**src/rtl/core/clook_pkg.sv**
```systemverilog
// ----------------------------------------------------------------------------
// clook_pkg
// Types and constants shared by the C-LOOK scheduler modules.
// ----------------------------------------------------------------------------
package clook_pkg;

    localparam int MAX_REQUESTS = 64;
    localparam int IDX_W        = (MAX_REQUESTS > 1) ? $clog2(MAX_REQUESTS) : 1;
    localparam int CNT_W        = $clog2(MAX_REQUESTS + 1);
    localparam int CYL_W        = 16;
    localparam int TOT_W        = 24;

    // Command codes of an input word.
    localparam logic CMD_LOAD  = 1'b0;
    localparam logic CMD_START = 1'b1;

    // One cell of the request chain: the cylinder and whether it lies below the head.
    typedef struct packed {
        logic             lo;
        logic [CYL_W-1:0] val;
    } t_entry;

    typedef enum logic [2:0] {
        OP_HOLD,
        OP_SHIFT_IN,
        OP_MARK,
        OP_SORT,
        OP_POP
    } t_cell_op;

    // Control broadcast from the sequencer to every cell.
    typedef struct packed {
        t_cell_op         op;
        logic [CYL_W-1:0] head;
        logic             parity;
        logic [CNT_W-1:0] cnt;
    } t_cell_ctl;

    typedef enum logic [1:0] {
        ST_IDLE,
        ST_SORT,
        ST_EMIT
    } t_state;

endpackage

```
**src/rtl/core/clook_if.sv**
```systemverilog
// ----------------------------------------------------------------------------
// clook_req_if / clook_res_if
// Valid/ready channels for request words and scheduled result words.
// ----------------------------------------------------------------------------
interface clook_req_if import clook_pkg::*; ();
    logic             valid;
    logic             ready;
    logic             cmd;
    logic [CYL_W-1:0] cylinder;

    modport source (output valid, output cmd, output cylinder, input ready);
    modport sink   (input valid, input cmd, input cylinder, output ready);
endinterface

interface clook_res_if import clook_pkg::*; ();
    logic             valid;
    logic             ready;
    logic [CYL_W-1:0] served_cylinder;
    logic [TOT_W-1:0] total_movement;
    logic             empty_run;
    logic             last;

    modport source (output valid, output served_cylinder, output total_movement,
                    output empty_run, output last, input ready);
    modport sink   (input valid, input served_cylinder, input total_movement,
                    input empty_run, input last, output ready);
endinterface

```
**src/rtl/core/clook_cell.sv**
```systemverilog
// ----------------------------------------------------------------------------
// clook_cell
// One request cell: shifts in loads, marks itself against the head, takes part
// in odd-even transposition sorting with its neighbors and shifts out results.
// ----------------------------------------------------------------------------
module clook_cell import clook_pkg::*; (
    input  logic             i_clk,
    input  t_cell_ctl        i_ctl,
    input  logic [IDX_W-1:0] i_index,
    input  t_entry           i_left,
    input  t_entry           i_right,
    output t_entry           o_entry
);

    t_entry           r_entry;
    t_entry           n_entry;
    logic             w_is_lower;
    logic [CNT_W-1:0] w_pos;
    logic [CNT_W-1:0] w_pos_next;

    assign w_pos      = CNT_W'(i_index);
    assign w_pos_next = w_pos + CNT_W'(1);
    // In an even phase the pairs start at even cells, in an odd phase at odd ones.
    assign w_is_lower = (i_index[0] == i_ctl.parity);

    always_comb begin
        n_entry = r_entry;
        case (i_ctl.op)
            OP_SHIFT_IN: begin
                n_entry = i_left;
            end
            OP_MARK: begin
                n_entry.lo = (r_entry.val < i_ctl.head);
            end
            OP_SORT: begin
                if (w_is_lower) begin
                    if (w_pos_next < i_ctl.cnt && r_entry > i_right) begin
                        n_entry = i_right;
                    end
                end else begin
                    if (w_pos < i_ctl.cnt && i_index != '0 && i_left > r_entry) begin
                        n_entry = i_left;
                    end
                end
            end
            OP_POP: begin
                n_entry = i_right;
            end
            default: begin
                n_entry = r_entry;
            end
        endcase
    end

    always_ff @(posedge i_clk) begin
        r_entry <= n_entry;
    end

    assign o_entry = r_entry;

endmodule

```
**src/rtl/core/clook_disk_scheduler.sv**
```systemverilog
// ----------------------------------------------------------------------------
// clook_disk_scheduler
// C-LOOK seek ordering of pending cylinder requests with running head movement.
// ----------------------------------------------------------------------------
// Request words arrive on i_req. A word with cmd LOAD pushes its cylinder into
// a chain of 64 cells; once 64 requests are pending, further loads are
// accepted and dropped. A word with cmd START carries the head position and
// launches a run. Every cell then marks whether its request lies below the
// head, and the chain sorts itself by odd-even transposition on the key
// {below head, cylinder}, one phase per cycle, 64 phases in all. The cells
// then shift their contents toward cell 0, one result word per cycle on o_res
// while the receiver is ready, each with the running total of absolute head
// movement. A start with no pending requests yields a single word marked
// empty_run. A start with n pending requests runs the 64 sorting phases
// before its first result word and then one pop per request; an empty start
// goes straight to its single word. Loads are taken only while no run is in
// progress. The result sits in an output register, so new loads are accepted
// while the last word of a run still waits. When the receiver stalls, the
// chain holds and the register keeps its word. Reset clears the pending count
// and the output valid; cell contents are not reset.
// ----------------------------------------------------------------------------
module clook_disk_scheduler import clook_pkg::*; (
    input  logic           i_clk,
    input  logic           i_rst_n,
    clook_req_if.sink      i_req,
    clook_res_if.source    o_res
);

    t_state           r_state;
    t_state           n_state;
    logic [CNT_W-1:0] r_count;
    logic [CNT_W-1:0] r_run_cnt;
    logic [CNT_W-1:0] r_left;
    logic [IDX_W-1:0] r_phase;
    logic [CYL_W-1:0] r_head;
    logic [TOT_W-1:0] r_total;
    logic             r_empty;

    logic             r_ovalid;
    logic [CYL_W-1:0] r_ocyl;
    logic [TOT_W-1:0] r_ototal;
    logic             r_oempty;
    logic             r_olast;

    t_cell_ctl        w_ctl;
    t_entry           w_entry [MAX_REQUESTS];
    logic             w_in_acc;
    logic             w_take;
    logic             w_last;
    logic             w_ready;
    logic [CYL_W-1:0] w_dist;
    logic [CYL_W-1:0] w_val;

    assign w_in_acc = i_req.valid && w_ready;
    assign w_take   = !r_ovalid || o_res.ready;
    assign w_val    = w_entry[0].val;
    assign w_dist   = (r_head > w_val) ? (r_head - w_val) : (w_val - r_head);
    assign w_last   = (r_left == CNT_W'(1));

    // The chain of cells.
    for (genvar g = 0; g < MAX_REQUESTS; g++) begin : g_cell
        t_entry w_left;
        t_entry w_right;
        if (g == 0) begin : g_first
            assign w_left = '{lo: 1'b0, val: i_req.cylinder};
        end else begin : g_mid_l
            assign w_left = w_entry[g-1];
        end
        if (g == MAX_REQUESTS - 1) begin : g_end
            assign w_right = '0;
        end else begin : g_mid_r
            assign w_right = w_entry[g+1];
        end
        clook_cell u_cell (
            .i_clk   (i_clk),
            .i_ctl   (w_ctl),
            .i_index (IDX_W'(g)),
            .i_left  (w_left),
            .i_right (w_right),
            .o_entry (w_entry[g])
        );
    end

    // Next-state logic.
    always_comb begin
        n_state = r_state;
        case (r_state)
            ST_IDLE: begin
                if (w_in_acc && i_req.cmd == CMD_START) begin
                    n_state = (r_count == '0) ? ST_EMIT : ST_SORT;
                end
            end
            ST_SORT: begin
                if (r_phase == IDX_W'(MAX_REQUESTS - 1)) begin
                    n_state = ST_EMIT;
                end
            end
            ST_EMIT: begin
                if (w_take && (r_empty || w_last)) begin
                    n_state = ST_IDLE;
                end
            end
            default: begin
                n_state = ST_IDLE;
            end
        endcase
    end

    // Output logic: handshake and the control broadcast to the cells.
    always_comb begin
        w_ready    = 1'b0;
        w_ctl.op   = OP_HOLD;
        w_ctl.head = i_req.cylinder;
        w_ctl.parity = r_phase[0];
        w_ctl.cnt  = r_run_cnt;
        case (r_state)
            ST_IDLE: begin
                w_ready = 1'b1;
                if (w_in_acc) begin
                    if (i_req.cmd == CMD_START) begin
                        w_ctl.op = OP_MARK;
                    end else if (r_count < CNT_W'(MAX_REQUESTS)) begin
                        w_ctl.op = OP_SHIFT_IN;
                    end
                end
            end
            ST_SORT: begin
                w_ctl.op = OP_SORT;
            end
            ST_EMIT: begin
                if (w_take && !r_empty) begin
                    w_ctl.op = OP_POP;
                end
            end
            default: begin
                w_ctl.op = OP_HOLD;
            end
        endcase
    end

    // Control registers.
    always_ff @(posedge i_clk) begin
        if (!i_rst_n) begin
            r_state  <= ST_IDLE;
            r_count  <= '0;
            r_phase  <= '0;
            r_ovalid <= 1'b0;
        end else begin
            r_state <= n_state;
            if (r_state == ST_IDLE && w_in_acc) begin
                if (i_req.cmd == CMD_START) begin
                    r_count <= '0;
                end else if (r_count < CNT_W'(MAX_REQUESTS)) begin
                    r_count <= r_count + CNT_W'(1);
                end
            end
            if (r_state == ST_SORT) begin
                r_phase <= r_phase + IDX_W'(1);
            end else begin
                r_phase <= '0;
            end
            if (r_state == ST_EMIT && w_take) begin
                r_ovalid <= 1'b1;
            end else if (o_res.ready) begin
                r_ovalid <= 1'b0;
            end
        end
    end

    // Run and result data.
    always_ff @(posedge i_clk) begin
        if (r_state == ST_IDLE && w_in_acc && i_req.cmd == CMD_START) begin
            r_head    <= i_req.cylinder;
            r_run_cnt <= r_count;
            r_left    <= r_count;
            r_total   <= '0;
            r_empty   <= (r_count == '0);
        end
        if (r_state == ST_EMIT && w_take) begin
            if (r_empty) begin
                r_ocyl   <= '0;
                r_ototal <= '0;
                r_oempty <= 1'b1;
                r_olast  <= 1'b1;
            end else begin
                r_ocyl   <= w_val;
                r_ototal <= r_total + TOT_W'(w_dist);
                r_oempty <= 1'b0;
                r_olast  <= w_last;
                r_total  <= r_total + TOT_W'(w_dist);
                r_head   <= w_val;
                r_left   <= r_left - CNT_W'(1);
            end
        end
    end

    assign i_req.ready           = w_ready;
    assign o_res.valid           = r_ovalid;
    assign o_res.served_cylinder = r_ocyl;
    assign o_res.total_movement  = r_ototal;
    assign o_res.empty_run       = r_oempty;
    assign o_res.last            = r_olast;

endmodule

```
**src/flat_wrapper.sv**
```systemverilog
// flat-port wrapper written by rule: the top's interface ports become plain ports
module clook_disk_scheduler_flat import clook_pkg::*;
  (i_clk, i_rst_n, i_req_valid, i_req_cmd, i_req_cylinder, i_req_ready, o_res_valid, o_res_served_cylinder, o_res_total_movement, o_res_empty_run, o_res_last, o_res_ready);
  clook_req_if i_req_i ();
  clook_res_if o_res_i ();
  input  logic i_clk;
  input  logic i_rst_n;
  input wire logic [$bits(i_req_i.valid)-1:0] i_req_valid;
  input wire logic [$bits(i_req_i.cmd)-1:0] i_req_cmd;
  input wire logic [$bits(i_req_i.cylinder)-1:0] i_req_cylinder;
  output wire logic [$bits(i_req_i.ready)-1:0] i_req_ready;
  output wire logic [$bits(o_res_i.valid)-1:0] o_res_valid;
  output wire logic [$bits(o_res_i.served_cylinder)-1:0] o_res_served_cylinder;
  output wire logic [$bits(o_res_i.total_movement)-1:0] o_res_total_movement;
  output wire logic [$bits(o_res_i.empty_run)-1:0] o_res_empty_run;
  output wire logic [$bits(o_res_i.last)-1:0] o_res_last;
  input wire logic [$bits(o_res_i.ready)-1:0] o_res_ready;
  assign i_req_i.valid = i_req_valid;
  assign i_req_i.cmd = i_req_cmd;
  assign i_req_i.cylinder = i_req_cylinder;
  assign i_req_ready = i_req_i.ready;
  assign o_res_valid = o_res_i.valid;
  assign o_res_served_cylinder = o_res_i.served_cylinder;
  assign o_res_total_movement = o_res_i.total_movement;
  assign o_res_empty_run = o_res_i.empty_run;
  assign o_res_last = o_res_i.last;
  assign o_res_i.ready = o_res_ready;
  clook_disk_scheduler u_core (.i_clk(i_clk), .i_rst_n(i_rst_n), .i_req(i_req_i), .o_res(o_res_i));
endmodule
```
**config.mk**
```make
export PLATFORM = sky130hd
export DESIGN_NAME = clook_disk_scheduler_flat
export DESIGN_NICKNAME = d
export VERILOG_FILES = /design/src/rtl/core/clook_pkg.sv /design/src/rtl/core/clook_if.sv /design/src/rtl/core/clook_cell.sv /design/src/rtl/core/clook_disk_scheduler.sv /design/src/flat_wrapper.sv
export SDC_FILE = /design/constraint.sdc
export NUM_CORES = 2
export LEC_CHECK = 0
export ABC_AREA = 1
export BUFFER_PORTS_ARGS = -buffer_cell sky130_fd_sc_hd__buf_2
export CAP_MARGIN = 20
export CORE_ASPECT_RATIO = 1.4
export CORE_MARGIN = 2
export CORE_UTILIZATION = 29
export CTS_CLUSTER_DIAMETER = 80
export DETAILED_ROUTE_END_ITERATION = 16
export GPL_TIMING_DRIVEN = 1
export SYNTH_ARGS = -nofsm -noshare
export SYNTH_HDL_FRONTEND = slang
export SYNTH_SLANG_ARGS = --single-unit
```
**constraint.sdc**
```tcl
create_clock -name i_clk -period 4.4 [get_ports i_clk]
set_input_delay 0.66 -clock i_clk [delete_from_list [all_inputs] [get_ports i_clk]]
set_output_delay 0.66 -clock i_clk [all_outputs]
set_load 0.005 [all_outputs]
```
; ---- After elaboration in Yosys (flattened, before gate mapping)
; Index checks and enable logic that the tools add are counted.
[op_classes]
multipliers = 0
n_eq_ne = 77
n_shift = 0
n_bitwise = 0
reduce_logical = 212
n_addsub = 6
n_div = 0
magnitude_cmp = 194
muxes = 345
[ops]
columns = cell, count
row1 = two-way mux 17 bit, 191
row2 = case mux 16 bit (3 select lines), 64
row3 = > comparator 17 bit, 63
row4 = less-than comparator 16 bit, 64
row5 = AND reduction 3 bit, 129
row6 = case mux 1 bit (4 select lines), 64
row7 = "less-than comparator 6 x 7 -> 1 bit, first input constant", 32
row8 = "less-than comparator 5 x 7 -> 1 bit, first input constant", 16
row9 = "!= test 3 x 2 -> 1 bit, second input constant", 32
row10 = "!= test 3 bit, second input constant", 32
row11 = two-way mux 24 bit, 3
row12 = logical AND 1 bit, 71
row13 = two-way mux 16 bit, 4
row14 = "less-than comparator 4 x 7 -> 1 bit, first input constant", 8
row15 = two-way mux 7 bit, 5
row16 = subtractor 16 bit, 2
row17 = "less-than comparator 3 x 7 -> 1 bit, first input constant", 4
row18 = adder 24 x 16 -> 24 bit, 1
row19 = "> comparator 17 x 1 -> 1 bit, second input constant", 1
row20 = > comparator 16 bit, 1
row21 = "less-than comparator 2 x 7 -> 1 bit, first input constant", 2
row22 = two-way mux 3 bit, 3
row23 = case mux 3 bit (3 select lines), 1
row24 = two-way mux 2 bit, 4
row25 = 25 further kinds, 37
[totals]
wordCells = 975
romBits = 0
latch_bits = 0
ram_bits = 0
n_memories = 0
reg_bits = 1201

; ---- Logic depth before layout (Yosys ltp)
[logic_depth]
word_depth = 8
ltp_mapped = 31
ltp_nobuf = 29

; ---- Hierarchy
; Synthesis repeated with hierarchy kept, for this count alone.
[unflattened]
hier_cells = 24769
area_unflattened_um2 = 175418.2
[modules_own_cells]
columns = mod, cells_each, n_inst, area_each_um2
row1 = clook_cell at u_core.g_cell[0].u_cell ..., 370, 36, 2652.5
row2 = clook_cell at u_core.g_cell[31].u_cell ..., 369, 28, 2580.0
row3 = clook_disk_scheduler, 1117, 1, 7687.4

; ---- Worst setup path after synthesis
; OpenSTA, ideal clock, no wires.
[synth_timing]
path_type = reg2reg
start = register u_core.g_cell[0].u_cell.r_entry, in the netlist u_core.g_cell[0].u_cell.o_entry[2]
end = register u_core.r_ototal[16], in the netlist u_core.o_res.total_movement[16], data pin
path_slack_ns = 1.150
period_less_slack_ns = 3.250
t_arrival_ns = 2.984
required_time_ns = 4.134
setup_ns = 0.266
path_stages_with_launch = 28
path_buffers = 2
cell_sequence = edfxtp_1 -> inv_1 -> ha_1 -> buf_2 -> nand2_1 -> inv_1 -> nand2_1 -> nand2_1 -> nand2_1 -> nand2_1 -> nand2_1 -> nand2_1 -> nand2_2 -> inv_1 -> buf_4 -> nand2_1 -> nand2_1 -> inv_1 -> ha_1 -> nand2_1 -> inv_1 -> a21oi_1 -> nand2_1 -> nand2_1 -> nand2_1 -> xor2_1 -> inv_1 -> nor2_1
[synth_between]
elab_chain_len = 3
[synth_rtl]
columns = item, line
row1 = start: declaration, clook_cell.sv:15  ; t_entry r_entry;
row2 = start signal: assignment, clook_cell.sv:56  ; r_entry <= n_entry;
row3 = subtractor 16 bit / > comparator 16 bit (equally long branches), clook_disk_scheduler.sv:57  ; assign w_dist = (r_head > w_val) ? (r_head - w_val) : (w_val - r_head);
row4 = two-way mux 16 bit (*), clook_disk_scheduler.sv:57
row5 = adder 24 x 16 -> 24 bit (*), clook_disk_scheduler.sv:187  ; r_ototal <= r_total + TOT_W'(w_dist);
row6 = end signal: assignment, clook_disk_scheduler.sv:187
row7 = end: declaration, clook_disk_scheduler.sv:41  ; logic [TOT_W-1:0] r_ototal;
; Mark *: on every way between the ends. The rest lies on a longest branch, timed or not.
; A chain may end at the register's enable or synchronous reset.

; ---- Final worst setup path
[layout_timing]
start = register u_core.g_cell[0].u_cell.r_entry, in the netlist u_core.g_cell[0].u_cell.o_entry[10]
end = register u_core.r_ototal[16], in the netlist u_core.o_res.total_movement[16], data pin
; Same word-level chain as after synthesis.

==> flow_metrics.py <==
metrics = {
    "timing": {
        "max_slew_margin_pct": 20.7,
        "maxSlewViolCount": 0,
        "number_of_failing_setup_endpoints_in_the_final_timing_report": 0,
        "finalSetupTns_ns": 0,
        "transition_time_at_the_pin_with_the_least_slew_margin_ns": 1.18,
        "clock.fmax_mhz": 251,
        "min_period_ns": 3.98,
        "rsz_0062_raised_after_global_routing": "no",
        "layout_worst_path_cycle_share_pct": 90.5,
        "finalClockSkew_ns": 0.0563,
        "final-hold-violation-count": 0,
    },
    "die": {
        "die_height_um": 711,
        "design.die.area_um2": 362000,
        "floorplan.io_pins": 65,
        "die_width_um": 509,
        "row_count": 259,
        "initial_core_util_pct": 29.1,
        "fp.coreArea_um2": 355000,
    },
    "pwr": {
        "report.power.total_w": 0.0416,
        "netSwitchingFraction_pct": 37.5,
        "power.sequential.fraction_pct": 38.9,
        "switchingPower_w": 0.0156,
        "p_per_area_nw_per_um2": 363,
        "combinationalPowerShare_pct": 31.9,
        "total_leakage_power_nw": 53.9,
        "power.internal_w": 0.0260,
        "clock_power_share_pct": 29.2,
        "worst_ir_drop_vdd_mv": 0.384,
    },
    "placement": {
        "gp_congestion": 0.903,
        "portBuffers": 64,
        "place_hpwl_um": 269000,
    },
    "cts": {
        "clock_root_buffer_master": "clkbuf_16",
        "number_of_cts_inserted_buffers": 140,
        "cts_htree_levels": 4,
        "cts.reportedPaths.clkPinSlew_ns": 0.07,
        "clk_latency_ns": 0.85,
        "tritoncts": "done",
        "postCtsSetupRepairBufs": 0,
        "cts_num_sinks": 1201,
        "clk_path_buf_depth": 4,
    },
    "critical_path": {
        "critical_path.startpoint": "u_core.g_cell[0].u_cell.o_entry[10]",
        "critPathMaxFanout": 14,
        "slack_of_the_worst_reg_to_reg_path_ns": 0.42,
        "critical-path-top-delay-family": "simple AND/OR/NAND/NOR gates",
        "worst_ep_required_time_ns": 4.96,
        "sequence_of_cells_on_the_critical_path": "inv_1 > ha_1 > nand2_1 > nor4_2 > nand3_1 > nand2_2 > clkinvlp_4 > nand2_1 > nand2_1 > inv_1 > ha_1 > nand2_1 > inv_1 > a21oi_1 > nand2_1 > nand2_1 > nand2_1 > xor2_1 > inv_1 > nor2_1",
        "critical_path_buf_inv_count": 5,
        "cpMaxStageDelayCell": "ha_1",
        "cp_num_cells": 20,
        "timing.critical_path.to": "u_core.o_res.total_movement[16]",
        "critPathKind": "reg -> reg",
        "most_common_cell_type_on_the_critical_path": "nand2_1",
        "reg2reg_from": "u_core.g_cell[0].u_cell.o_entry[10]",
        "timing.critical_path.arrival_ns": 4.55,
        "cpPeakStageDelay_ns": 0.47,
        "worst-r2r-cell-count": 20,
        "start_kind": "flop",
        "worstReg2RegEnd": "u_core.o_res.total_movement[16]",
        "crit_path_end_kind": "flop",
    },
    "synth": {
        "synth-main-ff-cell": "edfxtp_1",
        "number_of_enable_type_register_cells_in_the_synthesized_netlist": 1138,
        "ys_seq_elements": 1201,
        "synth_seq_area_share_pct": 34.3,
        "gate_count_after_technology_mapping": 12800,
        "synth.avg_cell_area_um2": 8.06,
        "synth-async-reset-ratio_pct": 0,
        "synthesis.nets": 14900,
        "synthesis.yosys.warnings": 0,
        "synth_area_um2": 103000,
        "synth.lib_cells_used.distinct": 49,
    },
    "route": {
        "drt_wl_total_um": 346000,
        "via_count": 88800,
        "drt.antenna.violating_nets": 0,
        "drt-initial-drc-count": 5807,
        "routed_wire_length_per_instance_um": 19.5,
        "drc": 0,
        "dr.pass1.iters": 9,
        "viasPerCell": 5.00,
    },
    "final_layout": {
        "multi_input_area_um2": 59300,
        "fillCellCount": 37900,
        "finish.net_count": 15100,
        "regArea_um2": 35400,
        "area.growth.synth_to_final_pct": 10.9,
        "drive_gt1_share_pct": 3.96,
    },
    "global_routing": {
        "grt_pass1_vias": 89200,
        "largest_net_degree_at_the_start_of_global_routing": 110,
        "initial_antenna_violation_count": 4,
        "gr-usage-all-layers_pct": 18.7,
        "globalRouteOverflowTotal": 0,
        "grt_pass1_wl_um": 523000,
    },
    "run_status": {
        "result_of_the_run": "completed",
    },
    "flow_run": {
        "number_of_max_capacitance_violations_reported": 0,
    },
    "worst_hold_path": {
        "min_path_type": "in -> reg",
        "min_path_cells": 3,
    },
}
[cells in the mapped netlist, types with 3 or more instances]
cell	number	area (um^2)
and3_1	8	50.1
nand3_1	317	1590
nand2_2	5	31.3
buf_2	129	646
o22ai_1	15	93.8
inv_1	1893	7110
buf_6	8	90.1
or2_2	4	25.0
a22oi_1	63	473
nand3b_1	46	345
o21ai_0	471	2360
o221ai_1	8	70.1
a21o_1	64	480
o21bai_1	21	158
nor2_2	7	43.8
o21a_1	11	82.6
nand4_1	211	1320
a21oi_1	928	4640
nor4_1	4	25.0
a211oi_1	9	67.6
nor3_1	93	465
o21ai_1	884	4420
xor2_1	15	131
buf_1	4	15.0
nor3b_1	26	195
a211o_1	44	385
a31oi_1	28	175
ha_1	2084	26100
buf_4	87	653
nor2_1	750	2820
and2_1	26	163
inv_2	8	30.0
a21boi_0	6	45.0
edfxtp_1	1138	34200
fa_1	3	60.1
clkbuf_1	63	236
a221oi_1	3	26.3
nand2_1	3274	12300
dfxtp_1	63	1260
[stage by stage]
stage | cells | worst slack (ns) | utilization [%] | hold WS (ns) | instance area, um^2
floorplan | 12800 | 1.15 | - | 0.421 | 103000
global placement | 17500 | 0.443 | 31.0 | 0.457 | 110000
detailed placement | 17500 | 0.376 | 31.0 | 0.467 | 110000
CTS | 17700 | 0.311 | 32.3 | 0.113 | 115000
global route | 17700 | 0.0421 | 32.3 | 0.154 | 115000
finish | 17700 | 0.416 | 32.3 | 0.157 | 115000
[cells by family after synthesis]
group           Yosys count  synth area share, %
compound gates         2559                 13.1
simple gates           4776                 18.8
buf+inv                2193                 8.49
flops                  1201                 34.3
fa+ha+maj              2087                 25.3
xor+xnor                 17                0.144
[flip-flops by register name (all words and copies together) (netlist names), 2 cells and up]
register / cells
u_core.g_cell.u_cell.o_entry: 1088
u_core.o_res.served_cylinder: 16
u_core.o_res.total_movement: 24
u_core.r_count: 7
u_core.r_head: 16
u_core.r_left: 7
u_core.r_phase: 6
u_core.r_run_cnt: 7
u_core.r_state: 2
u_core.r_total: 24
[cell type report]
type,instances,share of cell area [%]
repair buffers,260,2.09
clock inverters,73,0.590
diodes,2,0.00436
multi-input cells,9439,51.7
clock buffers,170,3.28
flip-flops and latches,1201,30.9
inverters,1902,6.26
well taps,4698,5.13
[power groups by stage]
| stage | Combinational [W] | Sequential [W] | Clock, W |
|---|---|---|---|
| after floorplan | 0.00933 | 0.0156 | 0 |
| after global placement | 0.0129 | 0.0164 | 0 |
| after detailed placement | 0.0132 | 0.0164 | 0 |
| after CTS | 0.0133 | 0.0162 | 0.0123 |
| after global routing | 0.0153 | 0.0163 | 0.0126 |
| final | 0.0133 | 0.0162 | 0.0121 |
[worst min-delay path, cell delays in order]
cell	delay, ns
buf_2	0.13
o221ai_1	0.12
inv_1	0.06
[worst min path at each step]
stage | from | endpoint | slack [ns]
after floorplan | u_core.r_empty | u_core.o_res.empty_run | 0.42
after global placement | u_core.r_total[0] | u_core.r_total[0] | 0.46
after detailed placement | u_core.r_total[9] | u_core.r_total[9] | 0.47
after CTS | i_req_cylinder[0] | u_core.r_head[0] | 0.11
after global routing | i_req_cylinder[0] | u_core.r_head[0] | 0.15
final | i_req_cylinder[0] | u_core.r_head[0] | 0.16
[layout by cell type (no fill, tap or decap), types with 28 or more instances in the layout]
cell,Yosys,final
inv_1,1893,1875
buf_12,0,48
nor2_1,750,738
nand3b_1,46,46
buf_2,129,64
dfxtp_1,63,63
clkinv_1,1,29
a22oi_1,63,63
a21o_1,64,64
a21oi_1,928,927
o21ai_0,471,467
ha_1,2084,2084
buf_4,87,148
nand3_1,317,317
a211o_1,44,44
o21ai_1,884,887
clkbuf_16,0,145
nor3_1,93,93
edfxtp_1,1138,1138
nand4_1,211,211
a31oi_1,28,28
nand2_1,3274,3272
[per-layer routing]
| metal | track usage, % | vias to the layer above | routed length, um |
|---|---|---|---|
| li1 | - | 43900 | - |
| met1 | 19.1 | 41700 | 126000 |
| met2 | 36.0 | 2240 | 182000 |
| met3 | 1.70 | 909 | 12600 |
| met4 | 11.7 | 4 | 24700 |
| met5 | 0 | - | 23 |
[timing repair]
| item | in CTS | in global routing |
|---|---|---|
| endpoints found under the setup margin | 0 | 16 |
| gates resized for setup | 0 | 1 |
| hold buffers | 0 | 0 |
(Power assumes the default switching activity.)
